--- config.mk ---
export PLATFORM = sky130hd
export DESIGN_NAME = epoch_seconds_to_civil_datetime
export DESIGN_NICKNAME = d
export VERILOG_FILES = /design/src/sv/ecd_pkg.sv /design/src/sv/ecd_ctrl.sv /design/src/sv/ecd_day_split.sv /design/src/sv/ecd_tod.sv /design/src/sv/ecd_date.sv /design/src/sv/epoch_seconds_to_civil_datetime.sv
export SDC_FILE = /design/constraint.sdc
export NUM_CORES = 2
export LEC_CHECK = 0
export BUFFER_PORTS_ARGS = -buffer_cell sky130_fd_sc_hd__buf_4
export CAP_MARGIN = 40
export CELL_PAD_IN_SITES_DETAIL_PLACEMENT = 1
export CELL_PAD_IN_SITES_GLOBAL_PLACEMENT = 1
export CORE_MARGIN = 2
export CORE_UTILIZATION = 25
export DETAILED_ROUTE_END_ITERATION = 10
export GPL_TIMING_DRIVEN = 0
export PLACE_DENSITY = 0.51
export SLEW_MARGIN = 10
export SYNTH_ARGS = -nofsm -noshare
export SYNTH_HDL_FRONTEND = slang
export SYNTH_SLANG_ARGS = --single-unit
--- constraint.sdc ---
create_clock -name clk -period 20.6 [get_ports clk]
set_input_delay 3.09 -clock clk [delete_from_list [all_inputs] [get_ports clk]]
set_output_delay 3.09 -clock clk [all_outputs]
set_load 0.01 [all_outputs]
--- src/sv/ecd_pkg.sv ---
// Types, constants and tables for the epoch to civil datetime pipeline
`timescale 1ns / 1ps

package ecd_pkg;

  localparam int unsigned STAGES = 8;

  typedef struct packed {
    logic [STAGES-1:0] ld;
  } pipe_ctl_t;

  localparam logic [32:0]        SECS_PER_DAY  = 33'd86400;
  localparam logic signed [17:0] SECS_PER_HOUR = 18'sd3600;

  // seconds / 86400 = (seconds >> 7) / 675
  localparam int unsigned DAY_SHIFT = 7;
  localparam int unsigned DAY_DIV   = 675;
  localparam int unsigned DAY_K     = 36;
  localparam logic [26:0] DAY_MUL   =
    27'(((64'd1 << DAY_K) + 64'(DAY_DIV) - 64'd1) / 64'(DAY_DIV));

  localparam logic [19:0] DAYS_TO_EPOCH_M1 = 20'd719467;
  localparam logic [19:0] ERA4_START       = 20'd584388;
  localparam logic [19:0] ERA5_START       = 20'd730485;
  localparam logic [17:0] ERA_LAST_DAY     = 18'd146096;

  // second of day / 3600 = (sod >> 4) / 225
  localparam int unsigned HOUR_DIV = 225;
  localparam int unsigned HOUR_K   = 21;
  localparam logic [13:0] HOUR_MUL =
    14'(((64'd1 << HOUR_K) + 64'(HOUR_DIV) - 64'd1) / 64'(HOUR_DIV));
  localparam logic [11:0] SECS_PER_HOUR_U = 12'd3600;

  // second of hour / 60 = (rem >> 2) / 15
  localparam int unsigned MIN_DIV = 15;
  localparam int unsigned MIN_K   = 14;
  localparam logic [10:0] MIN_MUL =
    11'(((64'd1 << MIN_K) + 64'(MIN_DIV) - 64'd1) / 64'(MIN_DIV));
  localparam logic [11:0] SECS_PER_MIN = 12'd60;

  // day of era / 1460 = (doe >> 2) / 365
  localparam int unsigned Q4Y_DIV = 365;
  localparam int unsigned Q4Y_K   = 25;
  localparam logic [16:0] Q4Y_MUL =
    17'(((64'd1 << Q4Y_K) + 64'(Q4Y_DIV) - 64'd1) / 64'(Q4Y_DIV));

  // day of era / 36524 = (doe >> 2) / 9131
  localparam int unsigned CENT_DIV = 9131;
  localparam int unsigned CENT_K   = 30;
  localparam logic [16:0] CENT_MUL =
    17'(((64'd1 << CENT_K) + 64'(CENT_DIV) - 64'd1) / 64'(CENT_DIV));

  // year of era = t / 365
  localparam int unsigned YEAR_DIV = 365;
  localparam int unsigned YEAR_K   = 27;
  localparam logic [18:0] YEAR_MUL =
    19'(((64'd1 << YEAR_K) + 64'(YEAR_DIV) - 64'd1) / 64'(YEAR_DIV));
  localparam logic [17:0] DAYS_PER_YEAR = 18'd365;

  // year of era / 100 = (yoe >> 2) / 25
  localparam int unsigned Y100_DIV = 25;
  localparam int unsigned Y100_K   = 12;
  localparam logic [7:0]  Y100_MUL =
    8'(((64'd1 << Y100_K) + 64'(Y100_DIV) - 64'd1) / 64'(Y100_DIV));

  // March-based month = (5 * doy + 2) / 153
  localparam int unsigned MP_DIV = 153;
  localparam int unsigned MP_K   = 19;
  localparam logic [11:0] MP_MUL =
    12'(((64'd1 << MP_K) + 64'(MP_DIV) - 64'd1) / 64'(MP_DIV));

  localparam logic [3:0]  MP_JANUARY = 4'd10;
  localparam logic [11:0] YEAR_BASE_ERA4 = 12'd1600;
  localparam logic [11:0] YEAR_BASE_ERA5 = 12'd2000;

  // days from March 1 to the first of March-based month mp
  function automatic logic [8:0] mar_start(input logic [3:0] mp);
    logic [8:0] v;
    case (mp)
      4'd0:    v = 9'd0;
      4'd1:    v = 9'd31;
      4'd2:    v = 9'd61;
      4'd3:    v = 9'd92;
      4'd4:    v = 9'd122;
      4'd5:    v = 9'd153;
      4'd6:    v = 9'd184;
      4'd7:    v = 9'd214;
      4'd8:    v = 9'd245;
      4'd9:    v = 9'd275;
      4'd10:   v = 9'd306;
      4'd11:   v = 9'd337;
      default: v = 9'd0;
    endcase
    return v;
  endfunction

  // days from January 1 (common year) to the first of March-based month mp
  function automatic logic [8:0] jan_start(input logic [3:0] mp);
    logic [8:0] v;
    case (mp)
      4'd0:    v = 9'd59;
      4'd1:    v = 9'd90;
      4'd2:    v = 9'd120;
      4'd3:    v = 9'd151;
      4'd4:    v = 9'd181;
      4'd5:    v = 9'd212;
      4'd6:    v = 9'd243;
      4'd7:    v = 9'd273;
      4'd8:    v = 9'd304;
      4'd9:    v = 9'd334;
      4'd10:   v = 9'd0;
      4'd11:   v = 9'd31;
      default: v = 9'd0;
    endcase
    return v;
  endfunction

endpackage

--- src/sv/ecd_ctrl.sv ---
// Valid tracking and per-stage load enables for the conversion pipeline
`timescale 1ns / 1ps

module ecd_ctrl (
  input  logic               clk,
  input  logic               rst_n,
  input  logic               in_valid,
  input  logic               out_stall,
  output logic               in_stall,
  output logic               out_valid,
  output ecd_pkg::pipe_ctl_t ctl
);

  localparam int unsigned NS = ecd_pkg::STAGES;

  logic [NS-1:0] vld_r;
  logic [NS-1:0] vld_nxt;
  logic [NS-1:0] adv;

  // a stage loads when it is empty or its successor loads; the last stage loads when empty or out_stall is low
  always_comb begin
    adv[NS-1] = !vld_r[NS-1] || !out_stall;
    for (int i = NS - 2; i >= 0; i--) begin
      adv[i] = !vld_r[i] || adv[i+1];
    end
  end

  always_comb begin
    vld_nxt[0] = adv[0] ? in_valid : vld_r[0];
    for (int i = 1; i < NS; i++) begin
      vld_nxt[i] = adv[i] ? vld_r[i-1] : vld_r[i];
    end
  end

  always_ff @(posedge clk) begin
    if (!rst_n) begin
      vld_r <= '0;
    end else begin
      vld_r <= vld_nxt;
    end
  end

  assign ctl.ld    = adv;
  assign in_stall  = !adv[0];
  assign out_valid = vld_r[NS-1];

endmodule

--- src/sv/ecd_day_split.sv ---
// Input register, time-zone shift and split into local day number and second of day
`timescale 1ns / 1ps

module ecd_day_split (
  input  logic               clk,
  input  ecd_pkg::pipe_ctl_t ctl,
  input  logic signed [4:0]  tz,
  input  logic [31:0]        epoch,
  output logic [16:0]        sod,
  output logic [17:0]        doe,
  output logic               era_hi,
  output logic               known
);

  logic [31:0] epoch_r;

  logic signed [17:0] tz_sec;
  logic [32:0]        shifted;
  logic [52:0]        dprod;
  logic [25:0]        x_nxt;
  logic [15:0]        q_nxt;
  logic [25:0]        x1_r;
  logic [6:0]         lo1_r;
  logic [15:0]        q1_r;
  logic               kn1_r;

  logic [25:0] r_full;
  logic [19:0] z;
  logic        era_hi_nxt;
  logic [17:0] doe_nxt;
  logic [16:0] sod_nxt;
  logic [16:0] sod2_r;
  logic [17:0] doe2_r;
  logic        era2_r;
  logic        kn2_r;

  always_ff @(posedge clk) begin
    if (ctl.ld[0]) begin
      epoch_r <= epoch;
    end
  end

  // shift by one day so the sum stays positive for any offset
  always_comb begin
    tz_sec  = 18'(tz) * ecd_pkg::SECS_PER_HOUR;
    shifted = 33'(epoch_r) + ecd_pkg::SECS_PER_DAY + 33'(tz_sec);
    x_nxt   = shifted[32:ecd_pkg::DAY_SHIFT];
    dprod   = 53'(x_nxt) * 53'(ecd_pkg::DAY_MUL);
    q_nxt   = dprod[ecd_pkg::DAY_K +: 16];
  end

  always_ff @(posedge clk) begin
    if (ctl.ld[1]) begin
      x1_r  <= x_nxt;
      lo1_r <= shifted[ecd_pkg::DAY_SHIFT-1:0];
      q1_r  <= q_nxt;
      kn1_r <= (epoch_r != '0);
    end
  end

  always_comb begin
    r_full     = 26'(x1_r - 26'(32'(q1_r) * ecd_pkg::DAY_DIV));
    sod_nxt    = {r_full[9:0], lo1_r};
    z          = 20'(q1_r) + ecd_pkg::DAYS_TO_EPOCH_M1;
    era_hi_nxt = (z >= ecd_pkg::ERA5_START);
    doe_nxt    = 18'(z - (era_hi_nxt ? ecd_pkg::ERA5_START : ecd_pkg::ERA4_START));
  end

  always_ff @(posedge clk) begin
    if (ctl.ld[2]) begin
      sod2_r <= sod_nxt;
      doe2_r <= doe_nxt;
      era2_r <= era_hi_nxt;
      kn2_r  <= kn1_r;
    end
  end

  assign sod    = sod2_r;
  assign doe    = doe2_r;
  assign era_hi = era2_r;
  assign known  = kn2_r;

endmodule

--- src/sv/ecd_tod.sv ---
// Time-of-day stages: second of day to hour, minute and second
`timescale 1ns / 1ps

module ecd_tod (
  input  logic               clk,
  input  ecd_pkg::pipe_ctl_t ctl,
  input  logic [16:0]        sod,
  output logic [4:0]         hour,
  output logic [5:0]         minute,
  output logic [5:0]         second
);

  logic [26:0] hprod;
  logic [4:0]  hour_nxt;
  logic [16:0] sod3_r;
  logic [4:0]  hour3_r;

  logic [11:0] rem_nxt;
  logic [4:0]  hour4_r;
  logic [11:0] rem4_r;

  logic [20:0] mprod;
  logic [5:0]  min_nxt;
  logic [4:0]  hour5_r;
  logic [5:0]  min5_r;
  logic [11:0] rem5_r;

  logic [11:0] sec_full;
  logic [4:0]  hour6_r;
  logic [5:0]  min6_r;
  logic [5:0]  sec6_r;

  always_comb begin
    hprod    = 27'(sod[16:4]) * 27'(ecd_pkg::HOUR_MUL);
    hour_nxt = hprod[ecd_pkg::HOUR_K +: 5];
  end

  always_ff @(posedge clk) begin
    if (ctl.ld[3]) begin
      sod3_r  <= sod;
      hour3_r <= hour_nxt;
    end
  end

  assign rem_nxt = 12'(sod3_r - 17'(hour3_r) * 17'(ecd_pkg::SECS_PER_HOUR_U));

  always_ff @(posedge clk) begin
    if (ctl.ld[4]) begin
      hour4_r <= hour3_r;
      rem4_r  <= rem_nxt;
    end
  end

  always_comb begin
    mprod   = 21'(rem4_r[11:2]) * 21'(ecd_pkg::MIN_MUL);
    min_nxt = mprod[ecd_pkg::MIN_K +: 6];
  end

  always_ff @(posedge clk) begin
    if (ctl.ld[5]) begin
      hour5_r <= hour4_r;
      min5_r  <= min_nxt;
      rem5_r  <= rem4_r;
    end
  end

  assign sec_full = rem5_r - 12'(12'(min5_r) * ecd_pkg::SECS_PER_MIN);

  always_ff @(posedge clk) begin
    if (ctl.ld[6]) begin
      hour6_r <= hour5_r;
      min6_r  <= min5_r;
      sec6_r  <= sec_full[5:0];
    end
  end

  assign hour   = hour6_r;
  assign minute = min6_r;
  assign second = sec6_r;

endmodule

--- src/sv/ecd_date.sv ---
// Calendar stages: day of era to year, month, day and day of year
`timescale 1ns / 1ps

module ecd_date (
  input  logic               clk,
  input  ecd_pkg::pipe_ctl_t ctl,
  input  logic [17:0]        doe,
  input  logic               era_hi,
  input  logic               known_in,
  output logic               known,
  output logic [11:0]        year,
  output logic [3:0]         month,
  output logic [4:0]         day,
  output logic [8:0]         day_of_year
);

  logic [32:0] aprod;
  logic [32:0] bprod;
  logic [6:0]  a_nxt;
  logic [1:0]  b_nxt;
  logic [17:0] doe3_r;
  logic [6:0]  a3_r;
  logic [1:0]  b3_r;
  logic        c3_r;
  logic        era3_r;
  logic        kn3_r;

  logic [17:0] t_nxt;
  logic [36:0] yprod;
  logic [8:0]  yoe_nxt;
  logic [17:0] doe4_r;
  logic [8:0]  yoe4_r;
  logic        era4_r;
  logic        kn4_r;

  logic [14:0] cprod;
  logic [17:0] ystart;
  logic [17:0] doy_full;
  logic [8:0]  doy5_r;
  logic [8:0]  yoe5_r;
  logic        era5_r;
  logic        kn5_r;

  logic [22:0] pprod;
  logic [3:0]  mp_nxt;
  logic [3:0]  mp6_r;
  logic [8:0]  doy6_r;
  logic [8:0]  yoe6_r;
  logic        era6_r;
  logic        kn6_r;

  logic        jan_feb;
  logic [8:0]  dom0;
  logic [8:0]  yp;
  logic        leap;

  always_comb begin
    aprod = 33'(doe[17:2]) * 33'(ecd_pkg::Q4Y_MUL);
    bprod = 33'(doe[17:2]) * 33'(ecd_pkg::CENT_MUL);
    a_nxt = aprod[ecd_pkg::Q4Y_K +: 7];
    b_nxt = bprod[ecd_pkg::CENT_K +: 2];
  end

  always_ff @(posedge clk) begin
    if (ctl.ld[3]) begin
      doe3_r <= doe;
      a3_r   <= a_nxt;
      b3_r   <= b_nxt;
      c3_r   <= (doe == ecd_pkg::ERA_LAST_DAY);
      era3_r <= era_hi;
      kn3_r  <= known_in;
    end
  end

  always_comb begin
    t_nxt   = doe3_r - 18'(a3_r) + 18'(b3_r) - 18'(c3_r);
    yprod   = 37'(t_nxt) * 37'(ecd_pkg::YEAR_MUL);
    yoe_nxt = yprod[ecd_pkg::YEAR_K +: 9];
  end

  always_ff @(posedge clk) begin
    if (ctl.ld[4]) begin
      doe4_r <= doe3_r;
      yoe4_r <= yoe_nxt;
      era4_r <= era3_r;
      kn4_r  <= kn3_r;
    end
  end

  always_comb begin
    cprod    = 15'(yoe4_r[8:2]) * 15'(ecd_pkg::Y100_MUL);
    ystart   = 18'(yoe4_r) * ecd_pkg::DAYS_PER_YEAR + 18'(yoe4_r[8:2])
               - 18'(cprod[ecd_pkg::Y100_K +: 2]);
    doy_full = doe4_r - ystart;
  end

  always_ff @(posedge clk) begin
    if (ctl.ld[5]) begin
      doy5_r <= doy_full[8:0];
      yoe5_r <= yoe4_r;
      era5_r <= era4_r;
      kn5_r  <= kn4_r;
    end
  end

  always_comb begin
    pprod  = 23'({doy5_r, 2'b00} + 11'(doy5_r) + 11'd2) * 23'(ecd_pkg::MP_MUL);
    mp_nxt = pprod[ecd_pkg::MP_K +: 4];
  end

  always_ff @(posedge clk) begin
    if (ctl.ld[6]) begin
      mp6_r  <= mp_nxt;
      doy6_r <= doy5_r;
      yoe6_r <= yoe5_r;
      era6_r <= era5_r;
      kn6_r  <= kn5_r;
    end
  end

  // January and February belong to the next year of the era
  always_comb begin
    jan_feb     = (mp6_r >= ecd_pkg::MP_JANUARY);
    dom0        = doy6_r - ecd_pkg::mar_start(mp6_r);
    yp          = yoe6_r + 9'(jan_feb);
    leap        = (yp[1:0] == 2'b00) && (yp != 9'd100) && (yp != 9'd200) && (yp != 9'd300);
    month       = jan_feb ? 4'(mp6_r - 4'd9) : 4'(mp6_r + 4'd3);
    day         = 5'(dom0 + 9'd1);
    year        = 12'(yp) + (era6_r ? ecd_pkg::YEAR_BASE_ERA5 : ecd_pkg::YEAR_BASE_ERA4);
    day_of_year = ecd_pkg::jan_start(mp6_r) + dom0 + 9'(leap && !jan_feb);
    known       = kn6_r;
  end

endmodule

--- src/sv/epoch_seconds_to_civil_datetime.sv ---
// Top level: epoch seconds to local civil date and time of day
`timescale 1ns / 1ps
// Throughput: one item per clock; eight stages, at most one constant-reciprocal multiply
//   on any path; in_stall rises only with all eight stages full and out_stall high.
// Reset: rst_n low at a clock edge empties the pipeline and sets the offset to 0.
// A timestamp of zero gives out_time_known = 0 with all other fields zero.

module epoch_seconds_to_civil_datetime (
  input  logic              clk,
  input  logic              rst_n,
  input  logic              cfg_wr_en,
  input  logic signed [4:0] cfg_wr_data,
  input  logic              in_valid,
  output logic              in_stall,
  input  logic [31:0]       in_epoch_seconds,
  output logic              out_valid,
  input  logic              out_stall,
  output logic              out_time_known,
  output logic [11:0]       out_year,
  output logic [3:0]        out_month,
  output logic [4:0]        out_day,
  output logic [4:0]        out_hour,
  output logic [5:0]        out_minute,
  output logic [5:0]        out_second,
  output logic [8:0]        out_day_of_year
);

  localparam int unsigned LAST = ecd_pkg::STAGES - 1;

  ecd_pkg::pipe_ctl_t ctl;

  logic signed [4:0] tz_r;

  logic [16:0] sod;
  logic [17:0] doe;
  logic        era_hi;
  logic        known2;

  logic        known6;
  logic [11:0] year6;
  logic [3:0]  month6;
  logic [4:0]  day6;
  logic [8:0]  yday6;
  logic [4:0]  hour6;
  logic [5:0]  min6;
  logic [5:0]  sec6;

  logic        known_r;
  logic [11:0] year_r;
  logic [3:0]  month_r;
  logic [4:0]  day_r;
  logic [4:0]  hour_r;
  logic [5:0]  min_r;
  logic [5:0]  sec_r;
  logic [8:0]  yday_r;

  always_ff @(posedge clk) begin
    if (!rst_n) begin
      tz_r <= '0;
    end else if (cfg_wr_en) begin
      tz_r <= cfg_wr_data;
    end
  end

  ecd_ctrl u_ctrl (
    .clk       (clk),
    .rst_n     (rst_n),
    .in_valid  (in_valid),
    .out_stall (out_stall),
    .in_stall  (in_stall),
    .out_valid (out_valid),
    .ctl       (ctl)
  );

  ecd_day_split u_day_split (
    .clk    (clk),
    .ctl    (ctl),
    .tz     (tz_r),
    .epoch  (in_epoch_seconds),
    .sod    (sod),
    .doe    (doe),
    .era_hi (era_hi),
    .known  (known2)
  );

  ecd_tod u_tod (
    .clk    (clk),
    .ctl    (ctl),
    .sod    (sod),
    .hour   (hour6),
    .minute (min6),
    .second (sec6)
  );

  ecd_date u_date (
    .clk         (clk),
    .ctl         (ctl),
    .doe         (doe),
    .era_hi      (era_hi),
    .known_in    (known2),
    .known       (known6),
    .year        (year6),
    .month       (month6),
    .day         (day6),
    .day_of_year (yday6)
  );

  // zero every field of an unknown timestamp
  always_ff @(posedge clk) begin
    if (ctl.ld[LAST]) begin
      known_r <= known6;
      year_r  <= known6 ? year6  : '0;
      month_r <= known6 ? month6 : '0;
      day_r   <= known6 ? day6   : '0;
      hour_r  <= known6 ? hour6  : '0;
      min_r   <= known6 ? min6   : '0;
      sec_r   <= known6 ? sec6   : '0;
      yday_r  <= known6 ? yday6  : '0;
    end
  end

  assign out_time_known  = known_r;
  assign out_year        = year_r;
  assign out_month       = month_r;
  assign out_day         = day_r;
  assign out_hour        = hour_r;
  assign out_minute      = min_r;
  assign out_second      = sec_r;
  assign out_day_of_year = yday_r;

endmodule

Yosys cells after proc, flatten, opt, wreduce, memory -nomap -nowiden. Memory sizes are Yosys's and may differ from the RTL's. A register that Yosys moved wholly into a read port is not among the register bits. Cells that the tools add are included.

Multiplexer cells: 5. Multiply operators: 13. Add/sub/neg operators: 23. Equal/unequal tests: 4. Magnitude comparators: 2. Reductions and logical operators: 25.

Operators with widths (number): 16-bit by 16-bit multiplier with 31-bit output (second input constant) (2); 26-bit by 27-bit multiplier with 52-bit output (second input constant) (1); 32-bit by 17-bit adder with 33-bit output (second input constant) (1); 33-bit adder (1); 18-bit by 16-bit multiplier with 33-bit output (second input constant) (1); 32-bit nonzero test (1); 13-bit by 14-bit multiplier with 26-bit output (second input constant) (1); 23-bit by 2-bit adder with 23-bit output (second input constant) (1); 23-bit by 12-bit multiplier with 23-bit output (second input constant) (1); 16-bit by 20-bit adder with 20-bit output (second input constant) (1); 20-bit >= comparator (second input constant) (1); 10-bit by 11-bit multiplier with 20-bit output (second input constant) (1); 18-bit by 2-bit adder with 18-bit output (1); 9-bit by 1-bit adder with 9-bit output (2); 18-bit == test (second input constant) (1); 18-bit 2-to-1 mux (1); 18-bit by 1-bit subtractor with 18-bit output (1); 18-bit subtractor (1); 18-bit by 7-bit subtractor with 18-bit output (1); 9-bit subtractor (2); 16-bit by 10-bit multiplier with 10-bit output (second input constant) (1); 5-bit by 9-bit multiplier with 14-bit output (second input constant) (1); 11-bit by 9-bit adder with 12-bit output (1); 9-bit by 12-bit adder with 12-bit output (1); 23 further kinds (45).

Memory bits (read-only): 288. Bits of input ports: 42. Word-level logic and storage cells: 129. Output and inout bits: 50. Memories: 2. Register bits after elaboration: 326.

Memories: (no name shown) (words 16, width 9, rd ports 1, clocked after Yosys merged registers in 1, write ports 0, RTL line ecd_pkg.sv:79) `case (mp)`; (no name shown) (words 16, width 9, rd ports 1, clocked after Yosys merged registers in 1, write ports 0, RTL line ecd_pkg.sv:100) `case (mp)`.

Depth between registers and ports, before layout.
Depth in word-level cells: 10. Gate-level depth with buffers: 47. Mapped depth without buffers: 47.

Modules after synthesis. From an unflattened synthesis, not the netlist that was laid out.

Cells, all modules: 4469. Area total of the unflattened synthesis: 48766.8 um2.

By module, submodules not included: ecd_date (area each 23005.8 um2, cells each 2126, times used 1); ecd_day_split (area each 17595.6 um2, cells each 1712, times used 1); ecd_tod (area each 5853.1 um2, cells each 478, times used 1); epoch_seconds_to_civil_datetime (area each 1974.4 um2, cells each 116, times used 1); ecd_ctrl (area each 337.8 um2, cells each 37, times used 1).

Worst setup path before layout. OpenSTA, ideal clock, no wires.

Path kind: register to register. Start point: reg tz_r[2]. End point: reg u_day_split.q1_r[15], data pin. Required time: 20334 ps. Buffers on the path: 0. Arrival: 11868 ps. Stages on the path, launching flop included: 41. Clock period less this slack: 12133 ps. Setup time: 266 ps. Setup slack: 8467 ps. Path through: dfxtp_1 > fa_1 > inv_1 > fa_1 > fa_1 > fa_1 > inv_1 > a21oi_1 > o21ai_0 > a211oi_1 > ha_1 > ha_1 > a21oi_1 > o21ai_0 > a2111oi_0 > o21ai_0 > a31oi_1 > o21bai_1 > (+5 left out) > inv_1 > fa_1 > inv_1 > fa_1 > inv_1 > fa_1 > fa_1 > inv_1 > ha_1 > a211oi_1 > o21ai_0 > a41o_1 > or3b_2 > nand2b_1 > o211ai_1 > nand2_1 > o41ai_1 > xnor2_1.

Longest elaborated chain between the ends: 3.

RTL lines: start: declaration (RTL line epoch_seconds_to_civil_datetime.sv:32) `logic signed [4:0] tz_r;`; start signal: assignment (RTL line epoch_seconds_to_civil_datetime.sv:61) `tz_r <= cfg_wr_data;`; 5-bit by 9-bit multiplier with 14-bit output (RTL line ecd_day_split.sv:45) `tz_sec = 18'(tz) * ecd_pkg::SECS_PER_HOUR;`; 33-bit adder (RTL line ecd_day_split.sv:46) `shifted = 33'(epoch_r) + ecd_pkg::SECS_PER_DAY + 33'(tz_sec);`; 26-bit by 27-bit multiplier with 52-bit output (RTL line ecd_day_split.sv:48) `dprod = 53'(x_nxt) * 53'(ecd_pkg::DAY_MUL);`; named net u_day_split.dprod[51] (RTL line ecd_day_split.sv:19) `logic [52:0] dprod;`; end signal: assignment (RTL line ecd_day_split.sv:56) `q1_r <= q_nxt;`; end: declaration (RTL line ecd_day_split.sv:24) `logic [15:0] q1_r;`.

The timed path passes the listed nets, and every way through them passes these cells. A chain may end at the register's enable or synchronous reset.

Final worst setup path. Ends and elaborated chain as after synthesis.

==> flow_summary.yaml <==
layout:
  final_cells: 7136
  synthToLayoutAreaGrowth_pct: 13.1
  final_layout_size_suffix_gt1_share_pct: 6.05
  mostFrequentLayoutCells: "ha_1 (1137), inv_1 (1126), fa_1 (602), edfxtp_1 (313), xnor2_1 (153)"
  mostFrequentLayoutCell: "ha_1"
  fin_nets: 6356
  fin_util_pct: 28.4
  nFillCells: 21600
global_route:
  met3_usage_pct: 1.02
  grt.busiest_layer: "met2"
  grt_use_met2_pct: 23.0
  grt_use_total_pct: 12.9
  gr-usage-met1_pct: 17.3
  grt_max_degree: 36
  antenna_found_initial: 1
  grt_overflow: 0
  grt_pass1_vias: 33900
  grt_first_pass_wirelength_mm: 197
place:
  dpl.hpwl_mm: 109
  portBuffers: 90
  place.gp.congestion: 0.787
  dp_cells: 7056
cts:
  clock-root-buffer: "clkbuf_16"
  cts.reportedPaths.clkPinSlew_ns: 0.06
  cts.htree.levels: 2
  clk_path_buf_depth: 3
  cts_resized: 0
  clk_latency_ns: 0.61
  postCtsSetupBuffers: 0
  cts_sinks: 344
  cts_tree: "built"
  cts_hold_repair.buffers: 0
  numCtsBuffers: 42
floorplanning:
  ios: 92
  die_w_um: 443
  core_um2: 192000
  dieArea_um2: 197000
  die_height_um: 443
  rows: 161
  floorplan.initialDensity_pct: 25.1
logic_synthesis:
  ys_seq_area_share_pct: 20.8
  synthesis.area_um2: 48300
  synth_cell_types: 78
  ys_ff_latch: 344
  synth_area_per_cell_um2: 11.0
  ys_warn_count: 0
  synthFlopType: "edfxtp_1"
  synth_edf_count: 313
  synthArstFlopShare_pct: 0
  synth_cells: 4378
route:
  wl_mm: 124
  vias: 30200
  first_pass_iters: 5
  drt-initial-drc-count: 943
  post-route-drc-count: 0
  routedWlPerCell_um: 17.4
  drtAntennaViolNets: 0
  vias_per_cell: 4.23
timing:
  rsz0062_at_grt: "no"
  final_max_slew_viol_count: 0
  final_hold_viol_count: 0
  slew_headroom_pct: 37.2
  timing.hold.ws_ns: 0.402
  worstMarginPinSlew_ns: 0.937
  min_period_ns: 14.20
  skew_ns: 0.0362
  setup_viol: 0
  clock.fmax_mhz: 70.4
  finalCritPeriodShare_pct: 68.9
  tns_ns: 0
critical_path:
  crit_type: "reg2reg"
  worstSetupStartpointType: "flip-flop"
  crit_path_max_fanout: 15
  worstPathArrival_ns: 14.52
  critPathSlowestCell: "dfxtp_1"
  cp.required_ns: 20.92
  crit_path_max_incr_delay_ns: 0.73
  crit_top_cell: "fa_1"
  endpoint_kind: "flip-flop"
run:
  cap_violations: 0
hold_path:
  hold_path_class: "reg2reg"
outcome:
  status: "complete, no violations"
flip-flops by register name, summed over array words and instances, names as in the netlist, 8 cells and up, named ones only:
name                 cells
u_day_split.epoch_r     32
u_date.doe3_r           18
u_day_split.doe         18
u_day_split.sod         17
u_day_split.q1_r        16
out_year                12
u_tod.rem4_r            12
u_tod.sod3_r            12
u_day_split.x1_r        10
out_day_of_year          9
u_date.doe4_r            9
u_date.doy5_r            9
u_date.doy6_r            9
u_date.yoe4_r            9
u_date.yoe5_r            9
u_date.yoe6_r            9
u_ctrl.vld_r             8
critical path: cells and delay by family, from the launching register on:
family / cells / cell delay (ns)
DFF: 1 / 0.73
and+or+nand+nor: 5 / 1.63
AOI/OAI and AO/OA: 14 / 3.85
xor gates and xnor gates: 2 / 0.84
adders and majority gates: 14 / 6.26
buffers and inverters: 7 / 0.56
path summary, 6_finish.rpt:
kind                         from                    to  slack [ns]  cells past startpoint
hold / removal    u_tod.sod3_r[2]       u_tod.rem4_r[2]        0.40                      0
hold reg to reg   u_tod.sod3_r[2]       u_tod.rem4_r[2]        0.40                      0
setup reg to reg          tz_r[2]  u_day_split.q1_r[15]        6.40                     42
setup / recovery          tz_r[2]  u_day_split.q1_r[15]        6.40                     42
per-stage QoR:
step                instance area [µm²]  setup WS (ns)
finish                            54600           6.40
global route                      54600           5.65
CTS                               54600           6.36
detailed placement                53100           6.44
global placement                  52100           3.38
floorplan                         48300           8.47
area by class of cell:
type                    count  area (µm²)  area share [%]
clock buffers              48        1090            2.00
well taps                2526        3160            5.79
multi-input cells        2890       34200            62.6
diodes                      1        2.50         0.00459
repair buffers            150        1450            2.65
clock inverters            30         354           0.649
flip-flops and latches    344       10000            18.4
inverters                1130        4240            7.77
plain buffers              17        78.8           0.144
routing by layer:
layer  part of all wire, %  up-vias
met3                   1.9       65
li1                      -    14700
met1                    47    15200
met4                  0.96        0
met2                    50      204
met5                     0        -
cells by family after synthesis:
kind of cell               share of synthesized area [%]
DFF                                                 20.8
xor gates and xnor gates                            4.46
muxes                                              0.327
buffers and inverters                               8.95
adders and majority gates                           54.4
other                                             0.0156
and+or+nand+nor                                     4.49
AOI/OAI and AO/OA                                   6.56
cell usage after synthesis (9+ instances only):
master / number / area, µm²
nor2b_1: 34 / 213
nand3_1: 43 / 215
and3_1: 18 / 113
dfxtp_1: 31 / 621
o21a_1: 29 / 218
nand4_1: 14 / 87.6
nor3_1: 29 / 145
fa_1: 602 / 12100
xnor2_1: 173 / 1520
o211ai_1: 9 / 67.6
edfxtp_1: 313 / 9400
nor2_1: 80 / 300
inv_1: 1130 / 4240
nand2b_1: 17 / 106
xor2_1: 73 / 639
a21oi_1: 132 / 661
clkbuf_1: 12 / 45.0
o21ai_0: 76 / 380
mux2i_1: 12 / 120
and2_1: 46 / 288
o21bai_1: 31 / 233
or3_1: 9 / 56.3
a211oi_1: 27 / 203
nor4_1: 11 / 68.8
ha_1: 1137 / 14200
nand2_1: 70 / 263
a21o_1: 78 / 586
Power is not shown: default switching activity piles up to over one toggle a cycle in this logic, so the estimate is an artifact.
